[config.mk]
export PLATFORM = sky130hd
export DESIGN_NAME = tt_mul
export DESIGN_NICKNAME = d
export VERILOG_FILES = /design/src/tt_pkg.sv /design/src/tt_mul.sv
export SDC_FILE = /design/constraint.sdc
export NUM_CORES = 2
export LEC_CHECK = 0
export ABC_AREA = 1
export ABC_CLOCK_PERIOD_IN_PS = 8710
export BUFFER_PORTS_ARGS = -buffer_cell sky130_fd_sc_hd__buf_4
export CORE_ASPECT_RATIO = 0.75
export CORE_MARGIN = 2
export CORE_UTILIZATION = 25
export DETAILED_ROUTE_END_ITERATION = 12
export SYNTH_ARGS = -nofsm -noshare
export SYNTH_HDL_FRONTEND = slang
export SYNTH_SLANG_ARGS = --single-unit
[constraint.sdc]
create_clock -name i_clk -period 8.71 [get_ports i_clk]
set_input_delay 2.613 -clock i_clk [delete_from_list [all_inputs] [get_ports i_clk]]
set_output_delay 2.613 -clock i_clk [all_outputs]
set_load 0.005 [all_outputs]
[src/tt_pkg.sv]
package tt_pkg;

    localparam int INDEX_WIDTH = 16;
    localparam int IDX_W       = 16;
    localparam int COORD_W     = 32;
    localparam int DIFF_W      = COORD_W + 1;
    localparam int PROD_W      = 2 * DIFF_W;
    localparam int WIDE_W      = PROD_W + 1;
    localparam int MAG_W       = PROD_W;
    localparam int NORM_BITS   = 24;
    localparam int SUM_W       = 2 * NORM_BITS + 2;
    localparam int RAD_W       = SUM_W + 12;
    localparam int ROOT_W      = RAD_W / 2;
    localparam int QUO_W       = 32;
    localparam int OUT_W       = 32;
    localparam logic [QUO_W-1:0] ONE_Q30 = QUO_W'(1) << 30;

    typedef struct packed {
        logic [IDX_W-1:0]          vertex_index;
        logic signed [COORD_W-1:0] pos_x;
        logic signed [COORD_W-1:0] pos_y;
        logic signed [COORD_W-1:0] pos_z;
        logic signed [COORD_W-1:0] tex_u;
        logic signed [COORD_W-1:0] tex_v;
    } t_vertex;

    typedef struct packed {
        logic [IDX_W-1:0]        index_first;
        logic [IDX_W-1:0]        index_second;
        logic [IDX_W-1:0]        index_third;
        logic signed [OUT_W-1:0] tangent_x;
        logic signed [OUT_W-1:0] tangent_y;
        logic signed [OUT_W-1:0] tangent_z;
        logic                    degenerate;
    } t_tangent;

    typedef enum logic [2:0] {
        ST_IDLE,
        ST_DIFF,
        ST_PROD,
        ST_NORM,
        ST_SQUARE,
        ST_ROOT,
        ST_DIV,
        ST_OUT
    } t_state;

endpackage

[src/tt_mul.sv]
module tt_mul (
    input  logic                                 i_clk,
    input  logic signed [tt_pkg::DIFF_W-1:0]     i_a,
    input  logic signed [tt_pkg::DIFF_W-1:0]     i_b,
    output logic signed [tt_pkg::PROD_W-1:0]     o_prod
);
    import tt_pkg::*;

    always_ff @(posedge i_clk) begin
        o_prod <= PROD_W'(i_a) * PROD_W'(i_b);
    end
endmodule

# ---- Word-level counts from Yosys, hierarchy flattened
# Cells that the tools add are included.
dict set report totals {
  ff_bits 66
  input_bits 67
  out_inout_bits 66
}
dict set report op_classes {
  multipliers 1
}
# cell n
set ops {}
lappend ops {{multiplier 33 x 33 -> 66 bit} 1}

# ---- Depth between registers and ports, before layout
dict set report logic_depth {
  depth_word 1
  ltp_mapped 34
}

# ---- Worst setup path after synthesis
# Ideal clock, no wire load.
dict set report synth_timing {
  kind {in2reg}
  start {input i_a[32] (netlist bit)}
  end {register o_prod[60] (netlist bit)}
  setup_time_ps 113
  arrival_time_ps 9256
  required_ps 8597
  path_slack_ps -659
  stages 23
  path_cell_list {clkbuf_1 > clkbuf_1 > nand2_1 > inv_1 > fa_1 > fa_1 > fa_1 > fa_1 > inv_1 > fa_1 > fa_1 > fa_1 > fa_1 > inv_1 > ha_1 > nand2_1 > nor2_1 > inv_1 > nor3_1 > nand2_1 > and2_0 > nand4_1 > nand2_1}
}
dict set report synth_between {
  elab_chain_len 1
}
# element line_no
set synth_rtl {}
lappend synth_rtl {{start: declaration} tt_mul.sv:3} ;# input logic signed [tt_pkg::DIFF_W-1:0] i_a,
lappend synth_rtl {{multiplier 33 x 33 -> 66 bit} tt_mul.sv:10} ;# o_prod <= PROD_W'(i_a) * PROD_W'(i_b);
lappend synth_rtl {{end signal: assignment} tt_mul.sv:10}
lappend synth_rtl {{end: declaration} tt_mul.sv:5} ;# output logic signed [tt_pkg::PROD_W-1:0] o_prod
# Every way passes these cells.

# ---- Worst setup path in the final report
dict set report layout_timing {
  start {input i_a[32] (netlist bit)}
  end {register o_prod[54] (netlist bit)}
}
# The elaborated chain is that of the path after synthesis.

==> flow_summary.ini <==
[floorplanning]
die_w_um = 483.9
fp.coreArea_um2 = 172100
die_y_um = 363.9
fp-row-count = 132
dieArea_um2 = 176100
start_util_pct = 25.09
ioPinCount = 133

[logic_synthesis]
postSynthRegisterBits = 66
muxShareOfSynthArea_pct = 0
synth_xor_area_share_pct = 0.8317
synth_cells = 5543
postSynthAreaPerCell_um2 = 7.789
synth_warnings = 0
syn_area_um2 = 43170
yosysSeqAreaShare_pct = 3.060
synth-simple-area-share_pct = 16.59
synth_cell_types = 35
synth_fa_ha_area_share_pct = 59.38
synth_top_family_by_area = adder cells
synth_compound_area_share_pct = 1.377
synth_nets = 6972

[worst_hold_path]
holdCritStartpoint = i_b[0]
worstHoldEndpoint = o_prod[0]
hold_path_depth = 5
hp-class = primary input to flip-flop

[critical_path]
cp.arrival_ns = 8.88
critical_path_peak_fanout = 8
cp-end-kind = flip-flop
startpoint_type = primary input
critPathKind = primary input to flip-flop
crit_required_ns = 8.91

[timing]
layout_min_cycle_time_ns = 8.676
fin_crit_sh_pct = 99.60
tightest_slew_ns = 0.6744
hold_viol_final = 0
rsz0062_at_grt = yes
slew_viol_final = 0
setup_viol = 0
whs_ns = 2.908
setup_tns_ns = 0
max_slew_margin_pct = 55.04
fmax_mhz = 115.3

[layout]
drive_gt1_share_pct = 20.93
largest_register = o_prod
insertedDiodeCount = 0
largest_reg_flops = 66
syn2layout_area_growth_pct = 25.94
reg_top3 = o_prod x66
nFillCells = 18001
nets = 7392

[clock_network]
cts_buffers = 9
h-tree-depth = 3
cts_tree = built
clk_pin_slew_ns = 0.06
clockBufferDepth = 2
cts_root_buf = clkbuf_16
clock_sinks = 66

[route]
drc = 0
firstDrtPassIters = 6
ant_nets = 0
num_vias = 34594
viasPerCell = 4.195
first_iter_violations = 2451
wl_mm = 141.6
wl_per_cell_um = 17.17

[global_routing]
track_usage_pct = 16.03
grt_max_degree = 28
grt_pass1_wl_mm = 219.3
overflow = 0
antenna_found_initial = 2
grt_pass1_vias = 37947

[run]
max_cap_viol_count = 0

[placed_design]
port_buffers = 132
place_hpwl_mm = 122.7
routabilityCongestion = 0.9422

[status]
status = complete, no violations
-- cells in the mapped netlist (all sizes together) --
| cell type | n | area (µm²) |
|---|---|---|
| fa | 1145 | 22920 |
| nor3 | 8 | 45.04 |
| and2 | 3 | 18.77 |
| nand3 | 78 | 430.4 |
| xnor2 | 4 | 35.03 |
| dfxtp | 66 | 1321 |
| o21ai | 23 | 118.9 |
| clkbuf | 262 | 983.4 |
| or2 | 6 | 37.54 |
| buf | 1 | 3.750 |
| o21bai | 14 | 105.1 |
| inv | 1895 | 7113 |
| nor4 | 5 | 37.53 |
| a21boi | 1 | 7.510 |
| ha | 217 | 2715 |
| nand2 | 1534 | 5801 |
| nand4 | 19 | 118.9 |
| a21o | 2 | 15.01 |
| nand3b | 3 | 22.52 |
| a21oi | 65 | 340.3 |
| o21a | 1 | 7.510 |
| xor2 | 37 | 324.1 |
| nor2 | 154 | 650.6 |
-- per-stage QoR --
| step | instances | util, % | setup WS [ns] | cell area [µm²] |
|---|---|---|---|---|
| after global placement | 8172 | 29.34 | -0.8577 | 50490 |
| after floorplan | 5543 | - | -0.1376 | 43550 |
| after detailed placement | 8172 | 29.34 | -0.7744 | 50490 |
| after CTS | 8208 | 30.19 | -0.06186 | 51950 |
| after global routing | 8246 | 31.60 | -0.2106 | 54370 |
| final | 8246 | 31.60 | 0.03448 | 54370 |
-- area by class of cell --
class / count / area (µm²) / area share, %
Clock inverter: 7 / 77.57 / 0.1427
Multi-Input combinational cell: 3319 / 36130 / 66.45
Tap cell: 2278 / 2850 / 5.242
Timing Repair Buffer: 672 / 6640 / 12.21
Clock buffer: 9 / 225.2 / 0.4142
Sequential cell: 66 / 1321 / 2.430
Inverter: 1895 / 7127 / 13.11
-- repair_timing --
item                                    in CTS  in global routing
hold buffers                                 0                  0
resized for setup                          236                560
endpoints found under the setup margin      46                 47
gates cloned                                 1                 10
endpoints found under the hold margin        0                  0
pin swaps                                   74                280
setup buffers                               20                 29
-- cell families (layout without fill, tap and decap cells) --
family                     count (synthesis)  count (layout)
buffers and inverters                   2158            2583
and+or+nand+nor                         1810            1810
adders and majority gates               1362            1362
AOI/OAI and AO/OA                        106             106
DFF                                       66              66
xor gates and xnor gates                  41              41
-- cell usage in the layout, fill, tap and decap left out, drive strengths merged, types with 4 or more instances in the layout --
cell | netlist | layout
a21oi | 65 | 65
buf | 1 | 662
clkbuf | 262 | 19
dfxtp | 66 | 66
fa | 1145 | 1145
ha | 217 | 217
inv | 1895 | 1896
nand2 | 1534 | 1534
nand3 | 78 | 78
nand4 | 19 | 19
nor2 | 154 | 154
nor3 | 8 | 8
nor4 | 5 | 5
o21ai | 23 | 23
o21bai | 14 | 14
or2 | 6 | 6
xnor2 | 4 | 4
xor2 | 37 | 37
-- worst max-delay path by stage --
stage | startpoint | endpoint | slack (ns) | depth (start not counted)
finish | i_a[32] | o_prod[54] | 0.03 | 24
floorplan | i_a[32] | o_prod[64] | -0.14 | 24
global route | i_a[32] | o_prod[64] | -0.21 | 28
detailed placement | i_b[11] | o_prod[59] | -0.77 | 24
CTS | i_a[21] | o_prod[59] | -0.06 | 28
global placement | i_b[11] | o_prod[59] | -0.86 | 24
-- worst max-delay path, cell delays in order --
cell and delay [ns]:
buf_16 0.14, nand2_4 0.06, inv_2 0.04, fa_2 0.63, fa_2 0.49, fa_2 0.70, buf_4 0.16, buf_6 0.10
fa_1 0.42, fa_1 0.55, fa_1 0.44, fa_1 0.49, inv_1 0.05, fa_1 0.49, inv_1 0.07, ha_4 0.31
nand2_2 0.10, nor2_4 0.17, nand2_2 0.12, buf_4 0.17, nor4_2 0.24, nand2_1 0.10, nand4_1 0.09, nand2_1 0.11
-- metal layers --
layer | GRT usage (%) | up-vias | wire length, µm
met5 | 0 | - | 0
met2 | 26.67 | 1162 | 64510
met3 | 2.443 | 120 | 10870
met4 | 2.502 | 0 | 2720
met1 | 22.37 | 17457 | 63490
li1 | - | 15855 | -
Power is not shown: default switching activity piles up to over one toggle a cycle in this logic, so the estimate is an artifact.
