===== src/tt_pkg.sv =====
package tt_pkg;

    localparam int INDEX_WIDTH = 16;
    localparam int IDX_W       = 16;
    localparam int COORD_W     = 32;
    localparam int DIFF_W      = COORD_W + 1;
    localparam int PROD_W      = 2 * DIFF_W;
    localparam int WIDE_W      = PROD_W + 1;
    localparam int MAG_W       = PROD_W;
    localparam int NORM_BITS   = 24;
    localparam int SUM_W       = 2 * NORM_BITS + 2;
    localparam int RAD_W       = SUM_W + 12;
    localparam int ROOT_W      = RAD_W / 2;
    localparam int QUO_W       = 32;
    localparam int OUT_W       = 32;
    localparam logic [QUO_W-1:0] ONE_Q30 = QUO_W'(1) << 30;

    typedef struct packed {
        logic [IDX_W-1:0]          vertex_index;
        logic signed [COORD_W-1:0] pos_x;
        logic signed [COORD_W-1:0] pos_y;
        logic signed [COORD_W-1:0] pos_z;
        logic signed [COORD_W-1:0] tex_u;
        logic signed [COORD_W-1:0] tex_v;
    } t_vertex;

    typedef struct packed {
        logic [IDX_W-1:0]        index_first;
        logic [IDX_W-1:0]        index_second;
        logic [IDX_W-1:0]        index_third;
        logic signed [OUT_W-1:0] tangent_x;
        logic signed [OUT_W-1:0] tangent_y;
        logic signed [OUT_W-1:0] tangent_z;
        logic                    degenerate;
    } t_tangent;

    typedef enum logic [2:0] {
        ST_IDLE,
        ST_DIFF,
        ST_PROD,
        ST_NORM,
        ST_SQUARE,
        ST_ROOT,
        ST_DIV,
        ST_OUT
    } t_state;

endpackage


===== src/tt_div.sv =====
module tt_div (
    input  logic                          i_clk,
    input  logic                          i_rst_n,
    input  logic                          i_start,
    input  logic [tt_pkg::NORM_BITS-1:0]  i_mag,
    input  logic [tt_pkg::ROOT_W-1:0]     i_divisor,
    output logic [tt_pkg::QUO_W-1:0]      o_quot,
    output logic                          o_done
);
    import tt_pkg::*;

    localparam int CNT_W = $clog2(QUO_W);

    logic [ROOT_W-1:0] r_rem;
    logic [CNT_W-1:0]  r_cnt;
    logic              r_busy;
    logic [ROOT_W:0]   shifted;

    assign shifted = {r_rem, 1'b0};

    // dividend is mag * 2^36; its top part mag * 2^4 is already below the divisor
    always_ff @(posedge i_clk) begin
        if (!i_rst_n) begin
            r_busy <= 1'b0;
            o_done <= 1'b0;
        end else begin
            o_done <= 1'b0;
            if (i_start) begin
                r_busy <= 1'b1;
                r_cnt  <= '0;
                r_rem  <= ROOT_W'({i_mag, 4'b0});
                o_quot <= '0;
            end else if (r_busy) begin
                if (shifted >= {1'b0, i_divisor}) begin
                    r_rem  <= ROOT_W'(shifted - {1'b0, i_divisor});
                    o_quot <= {o_quot[QUO_W-2:0], 1'b1};
                end else begin
                    r_rem  <= ROOT_W'(shifted);
                    o_quot <= {o_quot[QUO_W-2:0], 1'b0};
                end
                r_cnt <= r_cnt + 1'b1;
                if (r_cnt == CNT_W'(QUO_W - 1)) begin
                    r_busy <= 1'b0;
                    o_done <= 1'b1;
                end
            end
        end
    end
endmodule


===== config.mk =====
export PLATFORM = sky130hd
export DESIGN_NAME = tt_div
export DESIGN_NICKNAME = d
export VERILOG_FILES = /design/src/tt_pkg.sv /design/src/tt_div.sv
export SDC_FILE = /design/constraint.sdc
export NUM_CORES = 1
export LEC_CHECK = 0
export BUFFER_PORTS_ARGS = -buffer_cell sky130_fd_sc_hd__buf_2
export CORE_ASPECT_RATIO = 0.7
export CORE_MARGIN = 5
export CORE_UTILIZATION = 56
export CTS_CLUSTER_DIAMETER = 100
export DETAILED_ROUTE_END_ITERATION = 10
export GPL_ROUTABILITY_DRIVEN = 0
export PLACE_DENSITY = 0.81
export SYNTH_ARGS = -nofsm -noshare
export SYNTH_HDL_FRONTEND = slang
export SYNTH_SLANG_ARGS = --single-unit

===== constraint.sdc =====
create_clock -name i_clk -period 3.5 [get_ports i_clk]
set_input_delay 0.35 -clock i_clk [delete_from_list [all_inputs] [get_ports i_clk]]
set_output_delay 0.35 -clock i_clk [all_outputs]
set_load 0.005 [all_outputs]

## Word level (Yosys, flattened, before mapping)

Index checks and enable logic that the tools add are counted.

| cells by class | value |
|---|---|
| $add $sub $neg | 2 |
| multipliers | 0 |
| divide/modulo/power cells | 0 |
| magnitude comparators | 1 |
| equal/unequal tests | 1 |
| shifts and indexed selects | 0 |
| muxes and demuxes | 10 |
| bitwise gates (word level) | 2 |
| reductions and logical operators | 3 |

Operators with widths:

| cell | number |
|---|---|
| 2-to-1 mux 31 bit | 2 |
| greater-or-equal comparator 32 x 31 -> 1 bit | 1 |
| 2-to-1 mux 32 bit | 1 |
| subtractor 31 bit | 1 |
| 2-to-1 mux 28 bit | 1 |
| adder 5 x 1 -> 5 bit (second input constant) | 1 |
| equality test 5 bit (second input constant) | 1 |
| 2-to-1 mux 1 bit | 5 |
| 2-to-1 mux 5 bit | 1 |
| OR reduction 3 bit | 1 |
| inverter 1 bit | 2 |
| AND reduction 2 bit | 1 |
| nonzero test 2 bit | 1 |

| storage, ports and cells | value |
|---|---|
| register bits after elaboration | 70 |
| latch bits | 0 |
| memory bits (writable) | 0 |
| memory bits (read-only) | 0 |
| input port bits | 58 |
| output and inout bits | 33 |
| word-level logic and storage cells | 25 |
| memories kept | 0 |

## Logic depth before layout (Yosys ltp)

| depth | value |
|---|---|
| depth after elaboration | 4 |
| depth in mapped cells | 14 |
| depth with buffers taken out | 11 |

## Worst setup path before layout

Ideal clock, no wire load.

| path | value |
|---|---|
| path kind | register -> register |
| start | register r_rem[14] |
| end | register r_rem[17] (data pin) |
| setup time | 0.260 ns |
| arrival time | 2.738 ns |
| data required time | 3.240 ns |
| slack | 0.503 ns |
| stages on the path, launching flop included | 12 |
| path buffers | 2 |
| clock period less this slack | 2.997 ns |
| path through | edfxtp_1 ha_1 buf_2 nand3_2 or3_4 nand3b_4 a311oi_2 o31ai_2 nand3_2 buf_6 mux2_2 mux2_2 |

| on the way | value |
|---|---|
| cells in the longest elaborated chain, start to end | 4 |
| elaborated cells between the ends (all ways) | 5 |
| classes of those cells | add/sub: 1; order compare: 1; mux: 3 |

Ends and longest elaborated chain:

| what | RTL line | source |
|---|---|---|
| start: declaration | tt_div.sv:14 | `logic [ROOT_W-1:0] r_rem;` |
| start signal: assignment | tt_div.sv:31 | `r_rem <= ROOT_W'({i_mag, 4'b0});` |
| start signal: assignment | tt_div.sv:35 | `r_rem <= ROOT_W'(shifted - {1'b0, i_divisor});` |
| start signal: assignment | tt_div.sv:38 | `r_rem <= ROOT_W'(shifted);` |
| subtractor 31 bit or greater-or-equal comparator 32 x 31 -> 1 bit (tied branches) | tt_div.sv:35, tt_div.sv:34 |  |
| 2-to-1 mux 31 bit * | tt_div.sv:34 | `if (shifted >= {1'b0, i_divisor}) begin` |
| 2-to-1 mux 31 bit * | tt_div.sv:33 | `end else if (r_busy) begin` |
| 2-to-1 mux 28 bit * | tt_div.sv:28 | `if (i_start) begin` |

Mark *: on every way between the ends. The rest lies on a longest branch, timed or not. The select of a mux whose other input is x is not followed.
A chain may end at the register's enable or synchronous reset.

## Final worst setup path

| path | value |
|---|---|
| start | register r_rem[7] |
| end | register r_rem[17] (data pin) |

The elaborated chain is that of the path after synthesis.

==> reports/metrics.yaml <==
setup_path:
  r2r-start: "r_rem[7]$_DFFE_PP_"
  path_class: "flip-flop to flip-flop"
  r2r_cells: 10
  r2r_slack_ns: 0.24
  end_kind: "flip-flop"
  critical_path.max_fanout: 37
  start_kind: "flip-flop"
  required_ns: 3.59
  crit_arrival_ns: 3.34
  r2r_end: "r_rem[17]$_DFFE_PP_"
yosys:
  synth.distinct_cells: 61
  synthFlopType: "edfxtp_1"
  synth_top_cell_by_area: "edfxtp_1"
  synth_async_sr_flop_share_pct: 0
  synth_seq_area_share_pct: 43.4
  synth_area_leaders: "edfxtp_1 43%, ha_1 8.6%, nor2b_1 5.2%"
  synthesis.area_um2: 4800
  synthDominantCellAreaShare_pct: 42.6
  syn-num-nets: 559
  yosys_register_bits: 70
  ys_warn_count: 0
  synthCells: 467
  postSynthAreaPerCell_um2: 10.3
  synth_edf_count: 68
die:
  die_w_um: 121
  boundaryPins: 91
  core_area_um2: 8410
  dieArea_um2: 10500
  die_y_um: 87.4
  start_util_pct: 57.1
  rows: 28
run_status:
  status: "completed"
global_routing:
  grt_pass1_vias: 3661
  grt_pass1_wl_mm: 17.7
  track_usage_pct: 21.0
  antenna_found_initial: 0
  grt_overflow_total: 0
  grt_max_degree: 48
worst_hold_path:
  hp-start: "i_rst_n"
  whs_endpoint: "o_done$_SDFF_PP0_"
  hold_path.class: "primary input to flip-flop"
  hold-path-cell-count: 2
finish:
  nets: 651
  final_common_cell: "buf_2"
  final_cell_area_um2: 5650
  finish.utilization_pct: 67.2
  layout_common_cells: "90 x buf_2, 68 x edfxtp_1, 46 x a21oi_1"
  antenna_cells: 0
  drive_above_1_share_pct: 25.7
  area_delta_synth_final_pct: 17.7
pwr:
  ir_drop_uv: 288
  combinationalPowerShare_pct: 28.9
  sw_frac_of_total_pct: 29.8
  seq_power_share_pct: 38.3
  net-switching-power_uw: 817
  power.density_nw_per_um2: 485
  intPower_uw: 1930
  p_leak_uw: 0.00250
  clkPwrFrac_pct: 32.8
sta:
  period_share_pct: 93.1
  worst_pin_slew_ns: 0.899
  hold_viol_final: 0
  grt_setup_unrepaired: "no"
  fin_crit_ns: 3.26
  finClkSkew_ns: 0.00821
  timing.setup.tns_ns: 0
  relSlewSlack_pct: 40.1
  slew_violations: 0
  setup_violations: 0
  fmax_mhz: 307
flow_run:
  maxCapViolCount: 0
clocking:
  path_clk_slew_ns: 0.06
  clock-sinks: 70
  cts-buffers-inserted: 9
  post-cts-setup-buffers: 0
  cts_tree: "done"
  cts_root_buf: "clkbuf_16"
  cts_max_level: 3
  clock_latency_ns: 0.33
  cts_buffer_depth: 2
  hold_buffers: 0
  post_cts_resized: 0
route:
  vias: 3768
  firstDrtPassIters: 5
  vias_per_cell: 5.63
  wirelength_mm: 10.8
  antenna_left: 0
  wl_per_cell_um: 16.1
  drc: 0
  drtIter0Drc: 260
placed_design:
  dp_hpwl_mm: 7.86
  io_buffers: 90
  post_dp_cell_area_um2: 5360
-- final cells by class --
class	instances	area (um2)
clock inverters	6	62.6
well taps	105	131
multi-input cells	337	2460
flip-flops and latches	70	2080
repair buffers	99	531
clock buffers	10	229
fillers	660	2760
inverters	42	158
-- per-layer routing --
metal	global-route usage, %	up-vias	share of wire (%)
met3	5.19	16	7.0
met5	0	-	0
li1	-	1879	-
met4	5.97	0	1.3
met1	29.8	1731	47
met2	32.3	142	44
-- worst max-delay path by stage --
stage | start | slack (ns) | cells after the start | end
final | r_rem[7]$_DFFE_PP_ | 0.24 | 10 | r_rem[17]$_DFFE_PP_
after global routing | r_rem[0]$_SDFFCE_PP0P_ | 0.08 | 10 | r_rem[26]$_DFFE_PP_
after CTS | r_rem[9]$_DFFE_PP_ | 0.25 | 10 | r_rem[17]$_DFFE_PP_
after detailed placement | i_divisor[14] | 0.21 | 12 | r_rem[17]$_DFFE_PP_
after global placement | i_divisor[0] | 0.30 | 12 | r_rem[26]$_DFFE_PP_
after floorplan | r_rem[14]$_DFFE_PP_ | 0.50 | 11 | r_rem[17]$_DFFE_PP_
-- cell usage after synthesis, types with 4 or more instances --
cell type,n
a31oi_1,4
o21a_1,6
xor2_1,11
a21oi_1,46
nand3_1,4
nand2_1,22
ha_1,33
mux2i_1,6
clkbuf_1,11
and3_1,6
a211oi_1,4
o21ai_0,14
nor2b_1,40
inv_1,42
nand4_1,4
nor2_1,32
a21o_1,14
xnor2_1,16
edfxtp_1,68
mux2_2,20
-- worst max-delay path, cell delays in order (launching register included) --
cell	delay, ns
edfxtp_1	0.39
ha_1	0.42
nand3_1	0.17
or3_4	0.41
nand3b_4	0.17
a311oi_2	0.36
o31ai_2	0.12
nand3_2	0.13
buf_12	0.21
mux2_2	0.36
mux2_2	0.27
-- through the flow --
stage               hold slack (ns)  cells  power [uW]  setup WS [ns]
global placement              0.464    653        1810          0.300
floorplan                     0.454    467        1650          0.503
finish                        0.273    669        2740          0.242
detailed placement            0.480    653        1840          0.211
CTS                           0.264    669        2750          0.249
global route                  0.298    669        2890         0.0794
-- logic make-up after synthesis --
kind of cell | share of synthesized area, %
flops | 43.4
buf+inv | 5.45
compound gates | 16.4
fa+ha+maj | 9.02
xor+xnor | 4.93
simple gates | 14.7
mux | 6.18
-- registers in the layout, indices dropped and copies added (netlist names) --
register and count:
r_busy 1, r_rem 31, r_cnt 5, o_quot 32, o_done 1
-- power by group through the flow --
stage               Combinational, uW  Clock (uW)  Sequential (uW)
finish                            793         898             1050
global route                      878         956             1060
CTS                               787         915             1050
detailed placement                779           0             1070
global placement                  751           0             1060
floorplan                         591           0             1060
(Power assumes the default switching activity.)
