`config.mk`:
```
export PLATFORM = sky130hd
export DESIGN_NAME = tt_root
export DESIGN_NICKNAME = d
export VERILOG_FILES = /design/src/tt_pkg.sv /design/src/tt_root.sv
export SDC_FILE = /design/constraint.sdc
export NUM_CORES = 1
export LEC_CHECK = 0
export ABC_AREA = 1
export BUFFER_PORTS_ARGS = -buffer_cell sky130_fd_sc_hd__buf_2
export CORE_MARGIN = 2
export CORE_UTILIZATION = 54
export DETAILED_ROUTE_END_ITERATION = 10
export PLACE_DENSITY_LB_ADDON = 0.05
export SYNTH_ARGS = -nofsm -noshare
export SYNTH_HDL_FRONTEND = slang
export SYNTH_SLANG_ARGS = --single-unit
```
`constraint.sdc`:
```
create_clock -name i_clk -period 8.8 [get_ports i_clk]
set_clock_uncertainty 0.2 [all_clocks]
set_input_delay 0.88 -clock i_clk [delete_from_list [all_inputs] [get_ports i_clk]]
set_output_delay 0.88 -clock i_clk [all_outputs]
set_load 0.05 [all_outputs]
```
`src/tt_pkg.sv`:
```
package tt_pkg;

    localparam int INDEX_WIDTH = 16;
    localparam int IDX_W       = 16;
    localparam int COORD_W     = 32;
    localparam int DIFF_W      = COORD_W + 1;
    localparam int PROD_W      = 2 * DIFF_W;
    localparam int WIDE_W      = PROD_W + 1;
    localparam int MAG_W       = PROD_W;
    localparam int NORM_BITS   = 24;
    localparam int SUM_W       = 2 * NORM_BITS + 2;
    localparam int RAD_W       = SUM_W + 12;
    localparam int ROOT_W      = RAD_W / 2;
    localparam int QUO_W       = 32;
    localparam int OUT_W       = 32;
    localparam logic [QUO_W-1:0] ONE_Q30 = QUO_W'(1) << 30;

    typedef struct packed {
        logic [IDX_W-1:0]          vertex_index;
        logic signed [COORD_W-1:0] pos_x;
        logic signed [COORD_W-1:0] pos_y;
        logic signed [COORD_W-1:0] pos_z;
        logic signed [COORD_W-1:0] tex_u;
        logic signed [COORD_W-1:0] tex_v;
    } t_vertex;

    typedef struct packed {
        logic [IDX_W-1:0]        index_first;
        logic [IDX_W-1:0]        index_second;
        logic [IDX_W-1:0]        index_third;
        logic signed [OUT_W-1:0] tangent_x;
        logic signed [OUT_W-1:0] tangent_y;
        logic signed [OUT_W-1:0] tangent_z;
        logic                    degenerate;
    } t_tangent;

    typedef enum logic [2:0] {
        ST_IDLE,
        ST_DIFF,
        ST_PROD,
        ST_NORM,
        ST_SQUARE,
        ST_ROOT,
        ST_DIV,
        ST_OUT
    } t_state;

endpackage

```
`src/tt_root.sv`:
```
module tt_root (
    input  logic                        i_clk,
    input  logic                        i_rst_n,
    input  logic                        i_start,
    input  logic [tt_pkg::RAD_W-1:0]    i_radicand,
    output logic [tt_pkg::ROOT_W-1:0]   o_root,
    output logic                        o_done
);
    import tt_pkg::*;

    localparam int REM_W = ROOT_W + 2;
    localparam int TRY_W = REM_W + 2;
    localparam int CNT_W = $clog2(ROOT_W);

    logic [RAD_W-1:0]  r_rad;
    logic [REM_W-1:0]  r_rem;
    logic [CNT_W-1:0]  r_cnt;
    logic              r_busy;
    logic [TRY_W-1:0]  trial;
    logic [TRY_W-1:0]  cand;

    assign trial = {r_rem, r_rad[RAD_W-1 -: 2]};
    assign cand  = TRY_W'({o_root, 2'b01});

    // one result bit per cycle, two radicand bits brought down each step
    always_ff @(posedge i_clk) begin
        if (!i_rst_n) begin
            r_busy <= 1'b0;
            o_done <= 1'b0;
        end else begin
            o_done <= 1'b0;
            if (i_start) begin
                r_busy <= 1'b1;
                r_cnt  <= '0;
                r_rad  <= i_radicand;
                r_rem  <= '0;
                o_root <= '0;
            end else if (r_busy) begin
                r_rad <= r_rad << 2;
                if (trial >= cand) begin
                    r_rem  <= REM_W'(trial - cand);
                    o_root <= {o_root[ROOT_W-2:0], 1'b1};
                end else begin
                    r_rem  <= REM_W'(trial);
                    o_root <= {o_root[ROOT_W-2:0], 1'b0};
                end
                r_cnt <= r_cnt + 1'b1;
                if (r_cnt == CNT_W'(ROOT_W - 1)) begin
                    r_busy <= 1'b0;
                    o_done <= 1'b1;
                end
            end
        end
    end
endmodule

```
# Yosys cells after proc, flatten, opt, wreduce, memory -nomap -nowiden
# Index checks and enable logic that the tools add are counted.
# Widths: inputs -> output; s select.
dict set report word_totals {
  in_bits 65
  ff_bits 133
  output_inout_bits 32
}
dict set report classes {
  bitwise_logic 2
  muxes 11
  reduce_logical 3
  eq_ne 1
  order_cmp 1
  add_sub_neg 2
}
# cell n
set ops {}
lappend ops {{$mux 62} 2}
lappend ops {{$mux 33} 2}
lappend ops {{$ge 35x33->1} 1}
lappend ops {{$sub 33x33->33} 1}
lappend ops {{$mux 31} 1}
lappend ops {{$add 5x1->5 const B} 1}
lappend ops {{$eq 5x5->1 const B} 1}
lappend ops {{$mux 1} 5}
lappend ops {{$mux 5} 1}
lappend ops {{$reduce_or 3->1} 1}
lappend ops {{$not 1->1} 2}
lappend ops {{$reduce_and 2->1} 1}
lappend ops {{$reduce_bool 2->1} 1}

# Logic depth before layout (Yosys ltp)
# Gate-level depths: netlist of run 1.
dict set report logic_depth {
  ltp_word 4
  depth_mapped 16
}

# Least setup slack after synthesis of run 1
# Ideal clock, no wire load.
dict set report synth_timing {
  kind {input -> register}
  startpoint {input i_start}
  endpoint {register o_root[0] (netlist bit), enable pin}
  setup_time_ns 0.667
  path_stages 4
  arrival_ns 7.760
  required_time_ns 7.933
  path_slack_ns 0.173
  path_cell_list {clkbuf_1 clkinv_1 clkbuf_1 a21oi_1}
}
dict set report synth_via {
  elab_chain_cells 2
}
# element line_no
set synth_lines {}
lappend synth_lines {{from (decl)} tt_root.sv:4} ;# input logic i_start,
lappend synth_lines {{$reduce_bool 2->1 (no line)} --}
lappend synth_lines {{$reduce_and 2->1 (no line)} --}
lappend synth_lines {{to (signal assigned)} tt_root.sv:42} ;# o_root <= {o_root[ROOT_W-2:0], 1'b1};
lappend synth_lines {{to (signal assigned)} tt_root.sv:45} ;# o_root <= {o_root[ROOT_W-2:0], 1'b0};
lappend synth_lines {{to (decl)} tt_root.sv:6} ;# output logic [tt_pkg::ROOT_W-1:0] o_root,
# Every way passes these cells.
# A chain may end at the register's enable or synchronous reset.

# Worst setup path in the final report of run 1
dict set report layout_timing {
  startpoint {input i_start}
  endpoint {register o_root[4] (netlist bit), enable pin}
}
# Same word-level chain as after synthesis.

==> results.txt, run 1 <==
The first-pass GRT wire length is 32070 µm, and the total negative setup slack is 0 ns. The final route contains 7100 vias. Internal reg-to-reg setup slack: 5.88 ns.

Headroom to the max-slew limit: 35.07%. Setup repair after global routing left no endpoint under its margin. The overall routed net length came out at 19520 µm. The later-pin clock latency in the skew report was 0.43 ns; the standard cell core area was 0.01531 mm². The total number of clock tree sinks was 133.

The post-cts hold buffer count was 0. After detailed routing, the number of vias per cell comes to 4.772. In this run the deepest clock path goes through 2 buffers.

The flow ran to the end, and the final reports show no timing, DRC or antenna violations. Clock-pin slew was measured on the worst setup and hold paths at 0.06 ns. The sequential cells in the finished layout cover a total of 0.003974 mm².

The logs give 0.9031 for the placer's final routability congestion estimate and 1172 for the number of instances in the synthesized netlist. In this run the tool buffered the top-level ports with 96 buffer cells. For this run, design rule violations remaining after detail routing come to 0.

The wire length per cell is 13.12 µm. 0 antenna diodes ended up in the layout. A synthesized cell averages 7.274 µm². The post-synth net total came out at 1272. The startpoint identified for the worst hold timing path is r_rad[6]. The number of clock buffers inserted by TritonCTS was 17; the global-route congestion overflow total was 0. For the pin with the worst max-slew slack, the measured transition is 0.9740 ns. Among all stages on the critical path, the largest delay is contributed by buf_4.

STA classifies the critical path startpoint as a primary input. The number of hold-slack violations in the final timing report is 0. The tools report the cell leakage power as 5.199 nW.

The floorplan has 45 rows. The pin count of the biggest net entering global routing is 96, and the number of maximum-capacitance violations is 0. In this run the critical register-to-register path is captured at r_rem[16].

For hold timing, the worst endpoint is r_rad[8]. The wire-length estimate of the detail-placed layout is 14160 µm. The initial utilization of the core area, before any placement, comes to 55.67%. The run gives 0.3347 GHz as the fmax.

Walking the worst path, the cells encountered are buf_4 > inv_2 > a21oi_4 > buf_4. Among the stages of the critical path, the cell type that occurs most often is buf_4. Full die area: 0.01681 mm². The run gives 0.008526 mm² as the cell area after synthesis. The class of the worst hold path was flop to flop. In this design, the stage delay of the slowest critical-path cell is 0.86 ns.

The max-slew violation total from the final report was 0; the share of synthesized flip-flops with an asynchronous set or reset was 0%. Maximum fanout count along the critical path: 76. CTS placed an instance of clkbuf_16 at the clock tree root. Once the clock tree was built, the setup fixing pass inserted 0 buffers. Dividing total power by cell area gives a power density of 202.0 mW/mm². The data arrival at the endpoint of the critical path is 2.83 ns. The critical path in this run is classified as primary input to flop. Along the worst hold path, the cell count comes to 2. The number of ports placed on the die boundary came out at 97. The die is 129.7 µm tall. The number of cells on the worst reg-to-reg path is 13. From left edge to right edge, the die measures 129.7 µm.

The share of the clock period used by the worst path after layout was 33.95%. Post-cts gate resize count: 0. The worst-case IR drop observed on VDD is 126.2 µV. The number of setup violations in the final report was 0; the number of global-route vias before repair was 6695.

TritonCTS built the clock tree. The flip-flop cell with the highest count after synthesis is edfxtp_1. The logs give 1420 for the fill cell instance count of the final layout and 1488 for the count of placed standard cells in the final layout, fillers left out. The residual antenna-violating net count after detailed routing is 0. In this run, the number of DRC markers left after iteration 0 of detailed routing was 417. The H-tree generated during clock tree synthesis spans 4 levels. Across all setup checks in the final design, the least slack found is 5.812 ns.

The tools report the startpoint of the worst-slack reg-to-reg timing path as o_root[15]. The required time of the critical path was 8.65 ns; the number of synthesized register bits was 133. The utilization after layout is 64.03%, and the sequential cell area fraction in the yosys report is 46.61%. The overall routing resource usage was 24.88%; the count of placed standard cells including taps was 1456. The worst path in the final design needs a cycle of 2.988 ns, including I/O delays and setup.

The worst setup slack before clock tree synthesis is 5.356 ns, and the synthesis warning total is 0. The final layout contains 1364 nets. In the final layout, the share of cells above drive strength 1 is 11.82%. The area used by multi-input combinational logic was 0.003671 mm². For the initial antenna violation count, the log shows 0.

The area growth from synthesis to layout is 15.01%. The worst setup path is captured at a flop. The first TritonRoute pass finished after 4 iterations. Yosys mapped a number of flops with a built-in enable equal to 131. Counting distinct cell types in the post-synthesis netlist gives 32.
==> how the worst max path moves through the flow <==
stage | slack, ns | endpoint | startpoint
after CTS | 5.81 | o_root[4] | i_start
after global routing | 5.66 | o_root[5] | i_start
final | 5.81 | o_root[4] | i_start
after detailed placement | 5.36 | r_rem[7] | i_start
after global placement | 5.37 | r_rem[7] | i_start
after floorplan | 0.17 | o_root[0] | i_start
==> placed cells by master (no fill, tap or decap) <==
master	count
nor4_1	1
edfxtp_1	131
o21a_1	2
xnor2_1	1
inv_6	5
nand2_8	1
nand2_4	1
xor2_1	14
nand3b_1	4
nand2_2	2
o21ai_0	4
inv_2	1
nand2_1	496
inv_4	1
nand2b_1	1
nor3_1	4
clkinvlp_4	3
nand3_2	2
clkinv_2	2
dfxtp_1	2
nand3_1	51
nor2_2	5
ha_1	35
or2_2	1
buf_2	95
clkbuf_16	17
nor2_4	1
a21oi_1	21
nand4_1	9
inv_1	199
a21oi_2	2
nor2_1	146
and2_1	5
clkbuf_8	2
buf_4	6
bufinv_16	3
a21oi_4	1
==> power breakdown <==
| group | internal (mW) | total (mW) | switching (mW) | leakage [nW] |
|---|---|---|---|---|
| sequential | 0.760 | 0.780 | 0.0195 | 1.29 |
| clock | 0.464 | 0.749 | 0.286 | 0.297 |
| combinational | 0.145 | 0.451 | 0.307 | 3.61 |
| total | 1.37 | 1.98 | 0.612 | 5.20 |
==> metal layers <==
layer / GRT usage (%) / routed length (µm)
met5: 0 / 0
met1: 32.80 / 9183
met4: 7.337 / 289
met2: 41.24 / 9151
met3: 5.656 / 896
==> cell usage after synthesis (all sizes together) (5+ instances only) <==
cell type / number / share of area [%]
clkbuf: 15 / 0.66
nor2: 152 / 6.9
and2: 5 / 0.37
nand2: 500 / 22
edfxtp: 131 / 46
inv: 200 / 8.8
nand3: 53 / 3.2
nand4: 9 / 0.66
a21oi: 24 / 1.5
xor2: 14 / 1.4
ha: 35 / 5.1
buf: 13 / 0.92
==> worst max-delay path, delay by kind of cell <==
family          cells  cell delay, ns
compound gates      1            0.59
buf+inv             3            1.27
==> layout make-up <==
class	instances	share of cell area, %
Multi-Input combinational cell	810	37.44
Inverter	201	7.720
Clock buffer	19	4.619
Tap cell	211	2.692
Clock inverter	13	1.697
Sequential cell	133	40.53
Timing Repair Buffer	101	5.308
==> state kept, by name (all words and copies together), names as in the netlist <==
name and cells:
o_done 1, r_rem 33, r_rad 62, r_cnt 5, o_root 31, r_busy 1
==> kinds of logic (layout without fill, tap and decap cells) <==
logic type      after synthesis  after routing  synth area share [%]
simple gates                730            730                 34.34
buf+inv                     229            334                 10.46
flops                       133            133                 46.61
fa+ha+maj                    35             35                 5.136
compound gates               30             30                 1.908
xor+xnor                     15             15                 1.541
==> metrics by stage <==
step	hold slack (ns)	total power [mW]	area [µm²]
finish	0.3087	1.981	9806
global route	0.3243	2.085	9806
CTS	0.3108	1.991	9806
detailed placement	0.2952	1.244	9186
global placement	0.2913	1.239	9186
floorplan	0.2219	1.139	8526
Note: power is estimated with default switching activity, not from simulation.
==> inputs of run 2 (changes only) <==
Settings changed: CORE_UTILIZATION 54 to 60.
Clock period 8.8 ns to 3 ns, I/O delays scaled along.
==> run 2 against run 1 <==
  * Wire length rose by 26%
  * Critical endpoint is now r_rem[11]
  * Flip-flop and latch count stayed put
  * Worst hold slack lost 0.29 ns
  * Largest cell class unchanged
  * Sequential share of layout area is 2.5 points lower
  * Sequential power increased to 2.9 times the previous value
  * Via count grew 12%
  * Critical path depth up 9
  * Critical path type is now flop to flop
  * Core utilization up 11 points
  * Register-to-register slack got worse by 5.7 ns
  * First-iteration DRC count grew 86%
==> results.txt, run 2 (synthesized netlist as in run 1, its figures left out) <==
The run finished with clean final reports. The slowest stage cell on the critical path is edfxtp_1 (was buf_4). The data arrival at the endpoint of the critical path was 2.79 ns (was 2.83 ns); the placer's final routability congestion estimate was 0.9831 (was 0.9031). Required time of the critical path: 2.98 ns (was 8.65 ns). Register with the most flip-flops: r_rad (unchanged). The largest stage delay on the critical path works out to 0.40 ns (was 0.86 ns). For the residual antenna-violating net count after detailed routing, the log shows 0 (unchanged). The run gives 10160 µm (was 9183 µm) as the met1 wire length. The measured slew at the worst slew-check pin is 0.6086 ns (was 0.9740 ns). The overall routing resource usage came out at 33.93% (was 24.88%). The share of post-route cells with drive strength above 1 is 11.45% (was 11.82%), and the number of vias per cell is 5.214 (was 4.772). The tools report the antenna cell count as 0 (unchanged). Class of the worst hold path: primary input to flop (was flop to flop).

The tools report the vias after detailed routing as 7951 (was 7100). The type of the setup path with the least slack was flop to flop (was primary input to flop). The share of the clock period used by the worst path after layout was 93.50%; the height of the die was 123.2 µm (was 129.7 µm).

The final design area excluding fillers is 0.01045 mm² (was 0.009806 mm²). The post-cts hold buffer count is 62 (was 0), and the number of ports placed on the die boundary is 97 (unchanged). Clock-pin transition on the worst setup and hold timing paths: 0.06 ns (about the same).

The run gives 0 (unchanged) as the number of buffers added for setup after CTS. The most common library cell in the layout ignoring fill and taps was nand2_1 (unchanged). The element type at the critical path start is a flop (was a primary input). The category of cells accounting for the largest share of critical-path delay is simple AND/OR/NAND/NOR gates (was buffers and inverters).

The starting density of the core came out at 61.42% (was 55.67%). The depth of the CTS H-tree was 4 (unchanged); the final period demand of the worst path was 2.805 ns. TritonCTS built the clock tree. The net count of the finished layout came out at 1432 (was 1364). The number of iterations in the first detailed-routing pass was 5 (was 4); the later-pin clock latency in the skew report was 0.43 ns (about the same). The total negative setup slack was 0 ns (unchanged).

The number of clock buffers inserted by TritonCTS is 17 (unchanged), and the number of setup violations in the final report is 0 (unchanged). Number of flip-flops in the largest register: 62 (unchanged). The post-cts gate resize count was 0 (unchanged). For this run, the top clock speed supported by timing is 0.3565 GHz. For the worst-case clock buffer depth, the log shows 2 (unchanged). The capturing element type of the critical path is a flop (unchanged). The tools report the detailed-routed wire length on met3 as 1726 µm (was 896 µm).

The worst vdd rail ir drop came out at 499.0 µV (was 126.2 µV). The power density over the cells was 566.3 mW/mm² (was 202.0 mW/mm²); the initial antenna violation count was 0 (unchanged). The die outline width is 123.2 µm (was 129.7 µm). The tools report the utilization after layout as 75.29% (was 64.03%).

The most frequent cell on the critical path was nand2_1 (was buf_4). The worst path buffer plus inverter count was 2 (was 3); the global-route congestion overflow total was 0 (unchanged). For the total number of clock tree sinks, the log shows 133 (unchanged). Largest registers ranked by flip-flop count: r_rad: 62 flops, r_rem: 33 flops, o_root: 31 flops (unchanged).

Synthesis-to-layout area growth: 22.59% (was 15.01%). The number of buffers inserted by port buffering works out to 96 (unchanged). Most frequent cells in the layout: nand2_1 (496), inv_1 (199), nor2_1 (146), edfxtp_1 (131), buf_2 (95) (unchanged).

The logs give 12130 µm (was 9151 µm) for the routed length on met2 and 0.20 ns (was 5.88 ns) for the internal reg-to-reg setup slack. The overall routed net length is 24680 µm (was 19520 µm), and the headroom to the max-slew limit is 59.43% (was 35.07%). The detailed-route DRC error count was 0 (unchanged); the maximum fanout count along the critical path was 16 (was 76). Setup repair after global routing left no endpoint under its margin. The number of core rows is 43 (was 45), and the detailed placement HPWL is 15160 µm (was 14160 µm). For the cell leakage power, the log shows 5.486 nW (was 5.199 nW). The pin count of the biggest net entering global routing was 70 (was 96).

Highest metal layer used by the detailed router: met4 (unchanged). The CTS root buffer is clkbuf_16 (unchanged). The number of DRC markers in iteration 0 is 774 (was 417), and the first-pass GRT wire length is 39080 µm (was 32070 µm).

The standard cell core area was 0.01388 mm² (was 0.01531 mm²); the final hold slack was 0.01940 ns (was 0.3087 ns). The number of maximum-capacitance violations was 0 (unchanged). The wire length per cell works out to 16.18 µm (was 13.12 µm). Full die area: 0.01518 mm² (was 0.01681 mm²). For the max-slew violation total from the final report, the log shows 0 (unchanged). The logs give 7786 (was 6695) for the number of global-route vias before repair and 0.009230 mm² (was 0.009186 mm²) for the area after detailed placement.

Critical path cell sequence: inv_1 > ha_1 > nand2_1 > nor2_1 > nand2_1 > nor2_1 > nand2_1 > nand3_2 > nor2_4 > buf_4 > nand3_1 > nand2_1 > nor2_1 (was buf_4 > inv_2 > a21oi_4 > buf_4). For the number of hold-slack violations in the final timing report, the log shows 0 (unchanged).
run 2: cell count changes in the layout (fill, tap and decap cells not counted), moves of 2 or more:
cell           before  now
buf_12              0    2
buf_4               6   10
clkbuf_1            0    2
clkinv_4            0    2
dlygate4sd3_1       0   62
inv_6               5    2
run 2: metal layers:
metal	global-route usage, %	vias to the layer above
li1	-	3927
met1	43.03	3626
met2	57.59	346
met3	6.411	52
met4	12.93	0
met5	0	-
run 2: worst min-delay path, stage by stage:
cell	delay (ns)
buf_2	0.07
nand2_1	0.07
nand2_1	0.09
run 2: through the flow:
stage                     power (mW)  worst slack [ns]  instances
final                          5.918            0.1950       1525
after global routing           6.180           0.01291       1525
after CTS                      5.868            0.2217       1525
after detailed placement       3.674            0.2280       1431
after global placement         3.646            0.3234       1431
after floorplan                3.329           -0.4364       1172
run 2: path summary, 6_finish.rpt:
kind,endpoint,depth (start not counted),start
setup / recovery,r_rem[11],13,o_root[15]
hold / removal,r_rad[55],3,i_radicand[55]
setup reg to reg,r_rem[11],13,o_root[15]
hold reg to reg,r_rad[13],2,r_rad[11]
run 2: power by group:
part           switching [mW]  leakage (nW)  internal [mW]
combinational           0.969          3.91          0.487
clock                   0.833         0.288           1.33
sequential             0.0682          1.29           2.23
run 2: cell type report:
type	count	area [µm²]
repair buffers	169	1211
clock buffers	20	446.7
multi-input cells	810	3671
inverters	201	769.5
clock inverters	12	153.9
well taps	180	225.2
flip-flops and latches	133	3974
fillers	1022	3430
==> inputs of run 3 (changes only) <==
Settings changed: CELL_PAD_IN_SITES_DETAIL_PLACEMENT set to 0, CELL_PAD_IN_SITES_GLOBAL_PLACEMENT set to 1, CORE_UTILIZATION 60 to 43.
==> run 3 against run 2 <==
  * Wire length fell by 10%
  * Fmax increased by 2.5%
  * Non-clock buffer count shrank 2
  * Cell count up 5.4%
  * Die area grew 38%
  * Sequential power is essentially flat
  * Via count is 7.2% lower
  * Critical path type unchanged
  * Critical endpoint is now r_rem[16]
  * Highest routed layer unchanged
==> results.txt, run 3 (synthesized netlist as in run 1, its figures left out) <==
The tools report the first-pass GRT wire length as 36310 µm (was 39080 µm). The run gives 0 (unchanged) as the number of setup violations in the final report. The share of the clock period used by the worst path after layout works out to 91.20% (was 93.50%). The class of the worst hold path was flop to flop (was primary input to flop). The residual antenna-violating net count after detailed routing is 0 (unchanged), and the power density over the cells is 552.6 mW/mm² (was 566.3 mW/mm²). The logs give 57.33% (was 59.43%) for the headroom to the max-slew limit and 1608 (was 1525) for the count of placed standard cells in the final layout, fillers left out. Most frequent cells in the layout: nand2_1 (496), inv_1 (199), nor2_1 (146), edfxtp_1 (131), buf_2 (95) (unchanged).

Largest registers ranked by flip-flop count: r_rad: 62 flops, r_rem: 33 flops, o_root: 31 flops (unchanged). The tools report the total number of clock tree sinks as 133 (unchanged). The cell leakage power is 5.473 nW (was 5.486 nW). The measured slew at the worst slew-check pin works out to 0.6401 ns (was 0.6086 ns).

The later-pin clock latency in the skew report was 0.43 ns (about the same); the pin count of the biggest net entering global routing was 97 (was 70). The number of flip-flops in the largest register came out at 62 (unchanged). The logs give 3.826 mW (was 4.048 mW) for the internal power and 1513 (was 1431) for the count of placed standard cells including taps.

Data arrival at the endpoint of the critical path: 2.71 ns (was 2.79 ns). The standard cell core area came out at 0.01946 mm² (was 0.01388 mm²). The maximum fanout count along the critical path works out to 20 (was 16).

Clock share of power: 36.3% (was 36.6%). The starting density of the core was 43.81% (was 61.42%); the vias after detailed routing was 7377 (was 7951). Setup repair after global routing left no endpoint under its margin.

The number of global-route vias before repair came out at 7282 (was 7786). The wire length per cell came out at 13.77 µm (was 16.18 µm). Detailed placement HPWL: 15420 µm (was 15160 µm). The synthesis-to-layout area growth works out to 23.33% (was 22.59%).

For the full die area, the log shows 0.02097 mm² (was 0.01518 mm²). TritonCTS built the clock tree. For the combinational share of power, the log shows 24.4% (was 24.6%). The CTS root buffer was clkbuf_16 (unchanged). The number of iterations in the first detailed-routing pass was 5 (unchanged); the reported net switching power was 1.984 mW (was 1.870 mW).

The element type at the critical path start is a flop (unchanged). The tools report the number of ports placed on the die boundary as 97 (unchanged). The number of clock buffers inserted by TritonCTS is 17 (unchanged).

The overall power after layout is 5.810 mW (was 5.918 mW). The number of buffers inserted by port buffering works out to 96 (unchanged). The overall routing resource usage is 22.45% (was 33.93%), and the die outline width is 144.8 µm (was 123.2 µm). The switching share of power works out to 34.14% (was 31.60%). Type of the setup path with the least slack: flop to flop (unchanged).

Initial antenna violation count: 0 (unchanged). The tools report the capturing element type of the critical path as a flop (unchanged). Number of maximum-capacitance violations: 0 (unchanged). The register with the most flip-flops is r_rad (unchanged). The detailed-route DRC error count was 0 (unchanged). The final period demand of the worst path was 2.736 ns (was 2.805 ns). The tools report the depth of the CTS H-tree as 4 (unchanged).

For the number of buffers added for setup after CTS, the log shows 0 (unchanged). The number of core rows was 51 (was 43); the max-slew violation total from the final report was 0 (unchanged). Antenna cell count: 0 (unchanged). The most common library cell in the layout ignoring fill and taps is nand2_1 (unchanged).

The number of hold-slack violations in the final timing report came out at 0 (unchanged). For the fmax, the log shows 0.3655 GHz (was 0.3565 GHz). For the placer's final routability congestion estimate, the log shows 0.8922 (was 0.9831). The worst-case clock buffer depth is 2 (unchanged). The share of post-route cells with drive strength above 1 is 11.47% (was 11.45%), and the number of vias per cell is 4.588 (was 5.214). Utilization after layout: 54.03% (was 75.29%). The required time of the critical path was 2.97 ns (was 2.98 ns). The clock-pin transition on the worst setup and hold timing paths was 0.07 ns (was 0.06 ns); the worst vdd rail ir drop was 392.7 µV (was 499.0 µV).

The global-route congestion overflow total is 0 (unchanged), and the number of DRC markers in iteration 0 is 371 (was 774). The run finished with clean final reports. The sequential share of power was 39.3% (was 38.8%). The height of the die was 144.8 µm (was 123.2 µm). Net count of the finished layout: 1430 (was 1432). The overall routed net length was 22140 µm (was 24680 µm).
==> run 3: cell count changes in the layout (fill, tap and decap cells not counted), moves of 2 or more <==
cell        before  now
clkbuf_1         2    0
inv_6            2    7
buf_4           10    8
inv_8            0    5
bufinv_16        3    0
clkinvlp_4       2    0
clkinv_8         1    3
==> run 3: layout make-up <==
type | instances | area [µm²]
Clock buffer | 17 | 425.4
Timing Repair Buffer | 167 | 1186
Sequential cell | 133 | 3974
Tap cell | 265 | 331.6
Inverter | 201 | 772.0
Multi-Input combinational cell | 810 | 3671
Fill cell | 1894 | 8947
Clock inverter | 15 | 155.1
==> run 3: worst paths after layout <==
| path | start | endpoint | slack [ns] | depth (start not counted) |
|---|---|---|---|---|
| setup / recovery | o_root[8] | r_rem[16] | 0.26 | 15 |
| hold / removal | r_busy | o_done | 0.31 | 2 |
| setup reg to reg | o_root[8] | r_rem[16] | 0.26 | 15 |
| hold reg to reg | r_busy | o_done | 0.31 | 2 |
==> run 3: timing repair <==
item                                    in CTS  in global routing
endpoints found under the setup margin       0                  1
hold buffers                                63                  0
gates resized for setup                      0                  1
endpoints found under the hold margin       63                  0
==> run 3: critical path: stages, from the launching register on <==
cell,delay (ns)
edfxtp_1,0.39
inv_1,0.09
ha_1,0.27
nand2_1,0.17
inv_1,0.07
nand2_1,0.07
nand2_1,0.09
inv_1,0.08
nand2_1,0.07
nand2_1,0.10
nand3_2,0.10
nand2_4,0.16
buf_4,0.30
nand3_1,0.12
nand2_1,0.08
nor2_1,0.10
==> run 3: routing by layer <==
layer,GRT usage (%),part of all wire [%],up-vias
met5,0,0,-
met4,5.314,1.1,0
met1,30.32,48,3330
met2,37.88,47,119
met3,3.653,3.7,19
li1,-,-,3909
==> run 3: stage by stage <==
step	worst slack, ns	setup TNS (ns)	area (µm²)	hold slack, ns
2_1_floorplan	-0.4364	-57.48	8581	0.2726
3_3_place_gp	0.2802	0	9301	0.2919
3_5_place_dp	0.2969	0	9301	0.2952
4_1_cts	0.2409	0	10510	0.3091
5_1_grt	0.03006	0	10520	0.3285
6_report	0.2640	0	10520	0.3088
==> run 3: power by group through the flow <==
stage / logic [mW] / registers, mW / clock network [mW]
final: 1.42 / 2.28 / 2.11
after global routing: 1.62 / 2.30 / 2.21
after CTS: 1.42 / 2.29 / 2.14
after detailed placement: 1.35 / 2.33 / 0
after global placement: 1.36 / 2.32 / 0
after floorplan: 0.926 / 2.40 / 0
